**src/rtl/mmsa_pkg.sv**
```systemverilog
// ----------------------------------------------------------------------------
// mmsa_pkg
// Shared types and constants for the shift-add modular multiply core.
// ----------------------------------------------------------------------------
package mmsa_pkg;

	// Fixed width of the multiplicand, multiplier, modulus and product fields
	localparam int FIELD_W = 63;

	// Default operand width used by the core
	localparam int OPERAND_WIDTH_DEF = 63;

	// Request payload
	typedef struct packed {
		logic [FIELD_W-1:0] multiplicand;
		logic [FIELD_W-1:0] multiplier;
		logic [FIELD_W-1:0] modulus;
	} req_t;

	// Response payload
	typedef struct packed {
		logic [FIELD_W-1:0] product_mod;
		logic               zero_modulus;
	} rsp_t;

	// Controller to datapath commands
	typedef struct packed {
		logic load;
		logic reduce_step;
		logic mult_step;
		logic out_load;
	} cmd_t;

	// Datapath to controller status
	typedef struct packed {
		logic mod_zero;
	} sts_t;

endpackage

```
**src/rtl/mmsa_ctrl.sv**
```systemverilog
// ----------------------------------------------------------------------------
// mmsa_ctrl
// Sequencer: accepts a request, runs the reduction and multiply passes,
// and hands the result to the output register.
// ----------------------------------------------------------------------------
module mmsa_ctrl #(
	parameter int OPERAND_WIDTH = mmsa_pkg::OPERAND_WIDTH_DEF
) (
	input  logic          clk,
	input  logic          arst_n,
	input  logic          req_valid,
	output logic          req_ready,
	output logic          rsp_valid,
	input  logic          rsp_ready,
	output mmsa_pkg::cmd_t cmd,
	input  mmsa_pkg::sts_t sts
);
	import mmsa_pkg::*;

	localparam int CW = $clog2(OPERAND_WIDTH);

	localparam logic [2:0] ST_IDLE   = 3'd0;
	localparam logic [2:0] ST_CHECK  = 3'd1;
	localparam logic [2:0] ST_REDUCE = 3'd2;
	localparam logic [2:0] ST_MULT   = 3'd3;
	localparam logic [2:0] ST_DONE   = 3'd4;

	logic [2:0]    state_q;
	logic [2:0]    state_nxt;
	logic [CW-1:0] cnt_q;
	logic          last_step;
	logic          rsp_valid_q;

	assign last_step = (cnt_q == CW'(OPERAND_WIDTH - 1));
	assign req_ready = (state_q == ST_IDLE);
	assign rsp_valid = rsp_valid_q;

	// Next state and commands
	always_comb begin
		cmd       = '0;
		state_nxt = state_q;
		unique case (state_q)
			ST_IDLE: begin
				if (req_valid) begin
					cmd.load  = 1'b1;
					state_nxt = ST_CHECK;
				end
			end
			ST_CHECK: begin
				state_nxt = sts.mod_zero ? ST_DONE : ST_REDUCE;
			end
			ST_REDUCE: begin
				cmd.reduce_step = 1'b1;
				if (last_step) begin
					state_nxt = ST_MULT;
				end
			end
			ST_MULT: begin
				cmd.mult_step = 1'b1;
				if (last_step) begin
					state_nxt = ST_DONE;
				end
			end
			ST_DONE: begin
				// wait for room in the output register
				if (!rsp_valid_q || rsp_ready) begin
					cmd.out_load = 1'b1;
					state_nxt    = ST_IDLE;
				end
			end
			default: begin
				state_nxt = ST_IDLE;
			end
		endcase
	end

	// State, bit counter and output valid
	always_ff @(posedge clk or negedge arst_n) begin
		if (!arst_n) begin
			state_q     <= ST_IDLE;
			cnt_q       <= '0;
			rsp_valid_q <= 1'b0;
		end else begin
			state_q <= state_nxt;
			if ((state_q == ST_REDUCE || state_q == ST_MULT) && !last_step) begin
				cnt_q <= cnt_q + 1'b1;
			end else begin
				cnt_q <= '0;
			end
			if (cmd.out_load) begin
				rsp_valid_q <= 1'b1;
			end else if (rsp_ready) begin
				rsp_valid_q <= 1'b0;
			end
		end
	end

endmodule

```
**src/rtl/mmsa_dp.sv**
```systemverilog
// ----------------------------------------------------------------------------
// mmsa_dp
// Datapath: restoring reduction of the multiplicand, then one multiplier
// bit per step of conditional add and doubling, both kept below the modulus.
// ----------------------------------------------------------------------------
module mmsa_dp #(
	parameter int OPERAND_WIDTH = mmsa_pkg::OPERAND_WIDTH_DEF
) (
	input  logic           clk,
	input  mmsa_pkg::req_t  req_data,
	input  mmsa_pkg::cmd_t  cmd,
	output mmsa_pkg::sts_t  sts,
	output mmsa_pkg::rsp_t  rsp_data
);
	import mmsa_pkg::*;

	localparam int W = OPERAND_WIDTH;

	logic [W-1:0]       mod_q;
	logic [W-1:0]       mcand_q;
	logic [W-1:0]       mplier_q;
	logic [W-1:0]       addend_q;
	logic [W-1:0]       acc_q;
	logic [FIELD_W-1:0] product_q;
	logic               zflag_q;

	logic [W:0]   rem_shift;
	logic [W:0]   rem_diff;
	logic [W-1:0] rem_next;
	logic [W:0]   acc_sum;
	logic [W:0]   acc_diff;
	logic [W-1:0] acc_next;
	logic [W:0]   dbl_sum;
	logic [W:0]   dbl_diff;
	logic [W-1:0] dbl_next;

	assign sts.mod_zero = (mod_q == '0);

	// Restoring remainder step: bring in next multiplicand bit, subtract if fits
	always_comb begin
		rem_shift = {addend_q, mcand_q[W-1]};
		rem_diff  = rem_shift - {1'b0, mod_q};
		rem_next  = rem_diff[W] ? rem_shift[W-1:0] : rem_diff[W-1:0];
	end

	// Accumulate step: acc + addend, reduced once
	always_comb begin
		acc_sum  = {1'b0, acc_q} + {1'b0, addend_q};
		acc_diff = acc_sum - {1'b0, mod_q};
		acc_next = acc_diff[W] ? acc_sum[W-1:0] : acc_diff[W-1:0];
	end

	// Doubling step: 2 * addend, reduced once
	always_comb begin
		dbl_sum  = {addend_q, 1'b0};
		dbl_diff = dbl_sum - {1'b0, mod_q};
		dbl_next = dbl_diff[W] ? dbl_sum[W-1:0] : dbl_diff[W-1:0];
	end

	// Working registers
	always_ff @(posedge clk) begin
		if (cmd.load) begin
			mod_q    <= req_data.modulus[W-1:0];
			mcand_q  <= req_data.multiplicand[W-1:0];
			mplier_q <= req_data.multiplier[W-1:0];
			addend_q <= '0;
			acc_q    <= '0;
		end else if (cmd.reduce_step) begin
			addend_q <= rem_next;
			mcand_q  <= mcand_q << 1;
		end else if (cmd.mult_step) begin
			if (mplier_q[0]) begin
				acc_q <= acc_next;
			end
			addend_q <= dbl_next;
			mplier_q <= mplier_q >> 1;
		end
	end

	// Output register; acc stays zero when the modulus is zero
	always_ff @(posedge clk) begin
		if (cmd.out_load) begin
			product_q <= FIELD_W'(acc_q);
			zflag_q   <= sts.mod_zero;
		end
	end

	assign rsp_data.product_mod  = product_q;
	assign rsp_data.zero_modulus = zflag_q;

endmodule

```
**src/rtl/modular_multiply_shift_add_core.sv**
```systemverilog
// ----------------------------------------------------------------------------
// modular_multiply_shift_add_core
// Computes (multiplicand * multiplier) mod modulus by shift and add.
// ----------------------------------------------------------------------------
// One request at a time. A request with a nonzero modulus is loaded by
// the idle state that takes it and its modulus is tested in the check
// state; then come OPERAND_WIDTH steps of one-bit restoring reduction of
// the multiplicand, OPERAND_WIDTH steps of conditional add and doubling,
// one per multiplier bit, and the done state, which writes the output
// register once it has room. A zero modulus skips both passes and returns
// a zero product with zero_modulus set. Only the low OPERAND_WIDTH bits of
// each field are used. The output register lets a new request start while
// the previous response waits to be taken.
// ----------------------------------------------------------------------------
module modular_multiply_shift_add_core #(
	parameter int OPERAND_WIDTH = mmsa_pkg::OPERAND_WIDTH_DEF
) (
	input  logic           clk,
	input  logic           arst_n,
	input  logic           req_valid,
	output logic           req_ready,
	input  mmsa_pkg::req_t  req_data,
	output logic           rsp_valid,
	input  logic           rsp_ready,
	output mmsa_pkg::rsp_t  rsp_data
);
	import mmsa_pkg::*;

	cmd_t cmd;
	sts_t sts;

	// Sequencer
	mmsa_ctrl #(
		.OPERAND_WIDTH(OPERAND_WIDTH)
	) u_ctrl (
		.clk      (clk),
		.arst_n   (arst_n),
		.req_valid(req_valid),
		.req_ready(req_ready),
		.rsp_valid(rsp_valid),
		.rsp_ready(rsp_ready),
		.cmd      (cmd),
		.sts      (sts)
	);

	// Arithmetic
	mmsa_dp #(
		.OPERAND_WIDTH(OPERAND_WIDTH)
	) u_dp (
		.clk     (clk),
		.req_data(req_data),
		.cmd     (cmd),
		.sts     (sts),
		.rsp_data(rsp_data)
	);

endmodule

```
**config.mk**
```make
export PLATFORM = sky130hd
export DESIGN_NAME = modular_multiply_shift_add_core
export DESIGN_NICKNAME = d
export VERILOG_FILES = /design/src/rtl/mmsa_pkg.sv /design/src/rtl/mmsa_ctrl.sv /design/src/rtl/mmsa_dp.sv /design/src/rtl/modular_multiply_shift_add_core.sv
export SDC_FILE = /design/constraint.sdc
export NUM_CORES = 1
export LEC_CHECK = 0
export ABC_AREA = 0
export ABC_CLOCK_PERIOD_IN_PS = 5900
export BUFFER_PORTS_ARGS = -buffer_cell sky130_fd_sc_hd__buf_4
export CAP_MARGIN = 10
export CORE_MARGIN = 3
export CORE_UTILIZATION = 50
export CTS_CLUSTER_DIAMETER = 40
export DETAILED_ROUTE_END_ITERATION = 8
export GPL_TIMING_DRIVEN = 0
export PLACE_DENSITY = 0.78
export SYNTH_ARGS = -nofsm -noshare
export SYNTH_HDL_FRONTEND = slang
export SYNTH_SLANG_ARGS = --single-unit
```
**constraint.sdc**
```tcl
create_clock -name clk -period 5.9 [get_ports clk]
set_clock_uncertainty 0.15 [all_clocks]
set_input_delay 0.885 -clock clk [delete_from_list [all_inputs] [get_ports clk]]
set_output_delay 0.885 -clock clk [all_outputs]
set_load 0.01 [all_outputs]
```
Word-level counts from Yosys, hierarchy flattened:

Cells that the tools add are included.
Widths: inputs -> output; s select.

* input bits: 193
* output and inout port bits: 66
* bits in registers: 389
* logic and storage cells: 65

* eq/ne operators: 10
* reduce and logical (&&, ||, !) cells: 14
* add/sub/neg operators: 5
* bitwise logic cells: 1
* mux-type cells: 25

Operators with widths (count)
* $mux 63: 10
* $sub 64x63->64: 3
* $add 63x63->64: 1
* $logic_not 63->1: 1
* $mux 3: 5
* $pmux 3 s5: 1
* $mux 1: 8
* $ne 2x1->1 const B: 4
* $reduce_bool 2->1: 4
* $add 6x1->6 const B: 1
* $eq 3x2->1 const B: 2
* $eq 6x6->1 const B: 1
* $mux 6: 1
* $reduce_and 4->1: 1
* $eq 3x1->1 const B: 1
* $eq 3x3->1 const B: 1
* $logic_not 3->1: 1
* $reduce_and 3->1: 1
* $logic_not 1->1: 2
* $logic_or 1x1->1: 2
* $ne 2x2->1 const B: 1
* $reduce_and 2->1: 1
* $logic_and 1x1->1: 1
* $not 1->1: 1

Longest topological paths before layout:

* depth after elaboration: 5
* gate-level depth with buffers: 25
* mapped depth without buffers: 23

Modules after synthesis:

A second synthesis with hierarchy kept.

* cells, all modules: 3323
* area, all modules: 29751.0 um2

By module, submodules not included
* mmsa_dp: cells each 3264, area each 29214.3 um2, times used 1, sequential area each 10119.7 um2
* mmsa_ctrl: cells each 59, area each 536.8 um2, times used 1, sequential area each 250.2 um2

Least setup slack after synthesis:

No wires, ideal clock.

* path type: reg-to-reg
* from: reg u_dp.addend_q[0]
* to: reg u_dp.acc_q[61]
* library setup time: 0.074 ns
* period minus slack after synthesis: 5.205 ns
* buffers on the path: 1
* arrival: 4.981 ns
* slack: 0.695 ns
* cell stages (with the launch flop): 24
* data required time: 5.676 ns
* cells stage by stage: dfxtp_1 -> ha_1 -> fa_1 -> a211oi_1 -> nor2_1 -> o31ai_1 -> nand2_1 -> a31oi_1 -> nor2b_1 -> o21a_1 -> o31ai_1 -> xnor2_1 -> ha_1 -> clkbuf_1 -> a21oi_1 -> o21ai_0 -> or4b_1 -> o21ai_1 -> o31ai_2 -> a31o_2 -> a211oi_1 -> xnor2_1 -> nand2_1 -> a31oi_1

* longest elaborated chain between the ends: 3

RTL lines
* start, declared: line mmsa_dp.sv:22 `logic [W-1:0] addend_q;`
* start signal, assigned: line mmsa_dp.sv:69 `addend_q <= rem_next;`
* start signal, assigned: line mmsa_dp.sv:75 `addend_q <= dbl_next;`
* $add 63x63->64 (*): line mmsa_dp.sv:48 `acc_sum = {1'b0, acc_q} + {1'b0, addend_q};`
* $sub 64x63->64: line mmsa_dp.sv:49 `acc_diff = acc_sum - {1'b0, mod_q};`
* $mux 63 (*): line mmsa_dp.sv:50 `acc_next = acc_diff[W] ? acc_sum[W-1:0] : acc_diff[W-1:0];`
* end signal, assigned: line mmsa_dp.sv:73 `acc_q <= acc_next;`
* end, declared: line mmsa_dp.sv:23 `logic [W-1:0] acc_q;`

Mark *: on every way between the ends. The rest lies on a longest branch, timed or not.
A chain may end at the register's enable or synchronous reset.

Worst setup path in the final report:

* from: reg u_dp.addend_q[2]
* to: reg u_dp.acc_q[62]

The elaborated chain is that of the path after synthesis.

==> metrics.log <==
[metrics] outcome: complete, no violations
[metrics] detailed-route vias per instance: 6.32
[metrics] starting utilization of the core area: 0.508
[metrics] Clock Tree Buf Depth: 3
[metrics] reported max-cap violation count: 0
[metrics] clock sink count: 389
[metrics] number of hold violations in the final report: 0
[metrics] worst slew pin tran: 1.33 ns
[metrics] count of placed standard cells in the final layout, fillers left out: 4,741
[metrics] clock insertion delay at the later pin of the skew report: 0.65 ns
[metrics] data arrival at the endpoint of the critical path: 6.27 ns
[metrics] signed area change from the synthesized netlist to the final layout: 21.2%
[metrics] initial antenna violation count: 2
[metrics] headroom to the max-slew limit: 0.102
[metrics] number of buffers inserted during clock tree synthesis: 71
[metrics] Yosys Warn Count: 0
[metrics] Post-Synthesis Cell Area: 29,500 µm²
[metrics] vias post-DR: 29,956
[metrics] Die Span X: 249 µm
[metrics] first-pass iteration count of the detailed router: 6
[metrics] CORE AREA: 58,000 µm²
[metrics] share of final-layout standard cells stronger than drive strength 1: 0.158
[metrics] number of storage elements in the synthesis netlist: 389
[metrics] count of pins over their slew limit: 0
[metrics] critical path start-end classification: reg -> reg
[metrics] most common cell type on the critical path: sky130_fd_sc_hd__o21ai_1
[metrics] synthesized area divided by synthesized cell count: 8.27 µm²
[metrics] Total Wirelength: 119,000 µm
[metrics] Iteration-0 DRC Markers: 3,667
[metrics] number of primary I/O pins: 259
[metrics] number of nets in the layout: 4,307
[metrics] most repeated cell in the gate-level netlist after synthesis: sky130_fd_sc_hd__nand2_1
[metrics] total instance count after detailed placement: 4,599
[metrics] number of flops mapped to enable cells by yosys: 253
[metrics] dominant synthesized flop cell: sky130_fd_sc_hd__edfxtp_1
[metrics] final worst path period need: 5.85 ns
[metrics] Tightest Hold Check Type: in -> reg
[metrics] global-route usage over all layers: 0.366
[metrics] Setup crit start kind: register
[metrics] CP max-delay cell: sky130_fd_sc_hd__o21ai_0
[metrics] most common library cells after synthesis: sky130_fd_sc_hd__nand2_1 (654), sky130_fd_sc_hd__a21oi_1 (400), sky130_fd_sc_hd__o21ai_0 (266), sky130_fd_sc_hd__edfxtp_1 (253), sky130_fd_sc_hd__nor2_1 (192)
[metrics] post-synthesis async set-or-reset flop share: 0.0257
[metrics] CTS HTree Levels: 3
[metrics] delay of the slowest cell on the worst path: 0.41 ns
[metrics] net count of the mapped netlist: 3,957
[metrics] Gate Count Post-Synth: 3,569
[metrics] n_diodes: 0
[metrics] peak fanout along the critical path: 10
[metrics] Achievable Freq: 0.171 GHz
[metrics] weighted congestion at the end of routability-driven global placement: 1.06
[metrics] final-report setup violation count: 0
[metrics] number of unique standard cell types used by synthesis: 104
[metrics] hpwl dp: 93,600 µm
[metrics] main area contributors after synthesis: sky130_fd_sc_hd__edfxtp_1 (26%), sky130_fd_sc_hd__dfxtp_1 (8.6%), sky130_fd_sc_hd__nand2_1 (8.3%)
[metrics] DRT antenna net count: 0
[metrics] required time at the endpoint of the critical path: 6.32 ns
[metrics] Total Die Area: 61,900 µm²
[metrics] PortBufs: 258
[metrics] routed length per placed instance: 25.1 µm
[metrics] Clock Root Buffer: sky130_fd_sc_hd__clkbuf_16
[metrics] clock tree from TritonCTS: done
[metrics] vertical die dimension: 249 µm
[metrics] global-route wire length before repair: 173,000 µm
[metrics] crit-path cells: ha_1, o21ai_1, o21ai_1, a21oi_2, buf_4, o21ai_0, a21oi_1, xnor2_1, ha_1, clkbuf_1, nand4_1, a2111oi_2, o21ai_1, nand3_1, a31oi_4, buf_12, o21ai_4, a21boi_4, o21ai_4, xnor2_4, buf_12, buf_4, nand2_1, o21ai_0
[metrics] vias in the first global route: 28,134
[metrics] final clock period utilization by the worst path: 0.992
[metrics] cell type with the largest total area after synthesis: sky130_fd_sc_hd__edfxtp_1
[metrics] maximum number of pins on one net before global-route repair: 64
[metrics] share of the core filled with cells: 0.616
[metrics] register area share after synthesis: 0.352
[metrics] overall overflow remaining after global route: 0
[metrics] clock-pin transition on the worst setup and hold timing paths: 0.05 ns
[metrics] number of placement rows: 88
[metrics] share of the synthesized area in the top cell type: 0.258
[metrics] setup repair after global routing missed its margin: true
[metrics] endpoint class of the critical path: register
[metrics] DRC violations left: 0
-- path summary, 6_finish.rpt --
check                                       from  slack [ns]  cells after the start            endpoint
worst max register to register  u_dp.addend_q[2]        0.05                     24      u_dp.acc_q[62]
min in group asynchronous                 arst_n        0.47                      2    u_ctrl.rsp_valid
worst max-delay path            u_dp.addend_q[2]        0.05                     24      u_dp.acc_q[62]
worst min-delay path                req_data[61]        0.26                      1      u_dp.mod_q[61]
worst min register to register    u_dp.acc_q[57]        0.32                      0  u_dp.product_q[57]
max in group asynchronous                 arst_n        4.97                      2   u_ctrl.state_q[0]
-- registers in the layout (all words and copies together) (netlist names) --
signal	cells
u_dp.addend_q	63
u_ctrl.state_q	3
u_dp.mplier_q	63
u_dp.mod_q	63
u_dp.product_q	63
u_dp.mcand_q	63
u_dp.acc_q	63
u_ctrl.rsp_valid	1
u_dp.zflag_q	1
u_ctrl.cnt_q	6
-- per-layer routing --
layer  track usage  up-vias  routed length [µm]
li1              -    13729                   -
met1         0.495    14175               48100
met2         0.547     1737               50700
met3        0.0849      311               13200
met4         0.192        4                7070
met5             0        -                  31
-- final cells by class --
type	count	area (µm²)
Buffer	192	898
Clock buffer	76	1830
Clock inverter	54	658
Fill cell	5098	22300
Inverter	120	450
Multi-Input combinational cell	2857	18300
Sequential cell	389	10400
Tap cell	765	957
Timing Repair Buffer	288	2300
-- worst max-delay path: cells and delay by family (launching register included) --
family	cells	cell delay (ns)
AO/OA/AOI/OAI	12	2.55
XOR/XNOR	2	0.36
adder cells (fa/ha/maj)	2	0.69
buffers and inverters	5	1.07
flip-flops	1	0.35
AND/OR/NAND/NOR	3	0.59
-- logic make-up (layout without fill, tap and decap cells) --
| group | after synthesis | after routing | share of synthesized area |
|---|---|---|---|
| and+or+nand+nor | 1219 | 1219 | 0.184 |
| adders and majority gates | 195 | 195 | 0.0837 |
| xor gates and xnor gates | 234 | 234 | 0.0721 |
| AOI/OAI and AO/OA | 1144 | 1144 | 0.239 |
| muxes | 65 | 65 | 0.0226 |
| buffers and inverters | 323 | 730 | 0.0464 |
| DFF | 389 | 389 | 0.352 |
-- placed cells by master (no fill, tap or decap), types with 86 or more instances in the layout --
master,n
sky130_fd_sc_hd__dfxtp_1,122
sky130_fd_sc_hd__nor2_1,189
sky130_fd_sc_hd__inv_1,118
sky130_fd_sc_hd__ha_1,181
sky130_fd_sc_hd__xnor2_1,139
sky130_fd_sc_hd__a21oi_1,381
sky130_fd_sc_hd__nand2_1,652
sky130_fd_sc_hd__clkbuf_1,113
sky130_fd_sc_hd__o21ai_0,259
sky130_fd_sc_hd__edfxtp_1,253
sky130_fd_sc_hd__a21o_1,86
sky130_fd_sc_hd__buf_4,285
sky130_fd_sc_hd__xor2_1,86
-- metrics by stage --
stage	cell area, µm²	hold WS (ns)	setup TNS [ns]	setup slack, ns
4_1_cts	35500	0.240	0	0.00184
5_1_grt	35800	0.248	-0.778	-0.0826
3_3_place_gp	32400	0.301	-136.13	-1.36
2_1_floorplan	29500	0.279	0	0.695
3_5_place_dp	32600	0.306	-84.72	-1.49
6_report	35800	0.265	0	0.0490
-- repair_timing --
action | 4_1_cts | 5_1_grt
buffers inserted | 16 | 5
hold endpoints to repair | 10 | 0
gates resized for setup | 56 | 61
setup endpoints to repair | 63 | 63
pin swaps | 11 | 13
hold buffers | 1 | 0
Power is not shown: default switching activity piles up to over one toggle a cycle in this logic, so the estimate is an artifact.
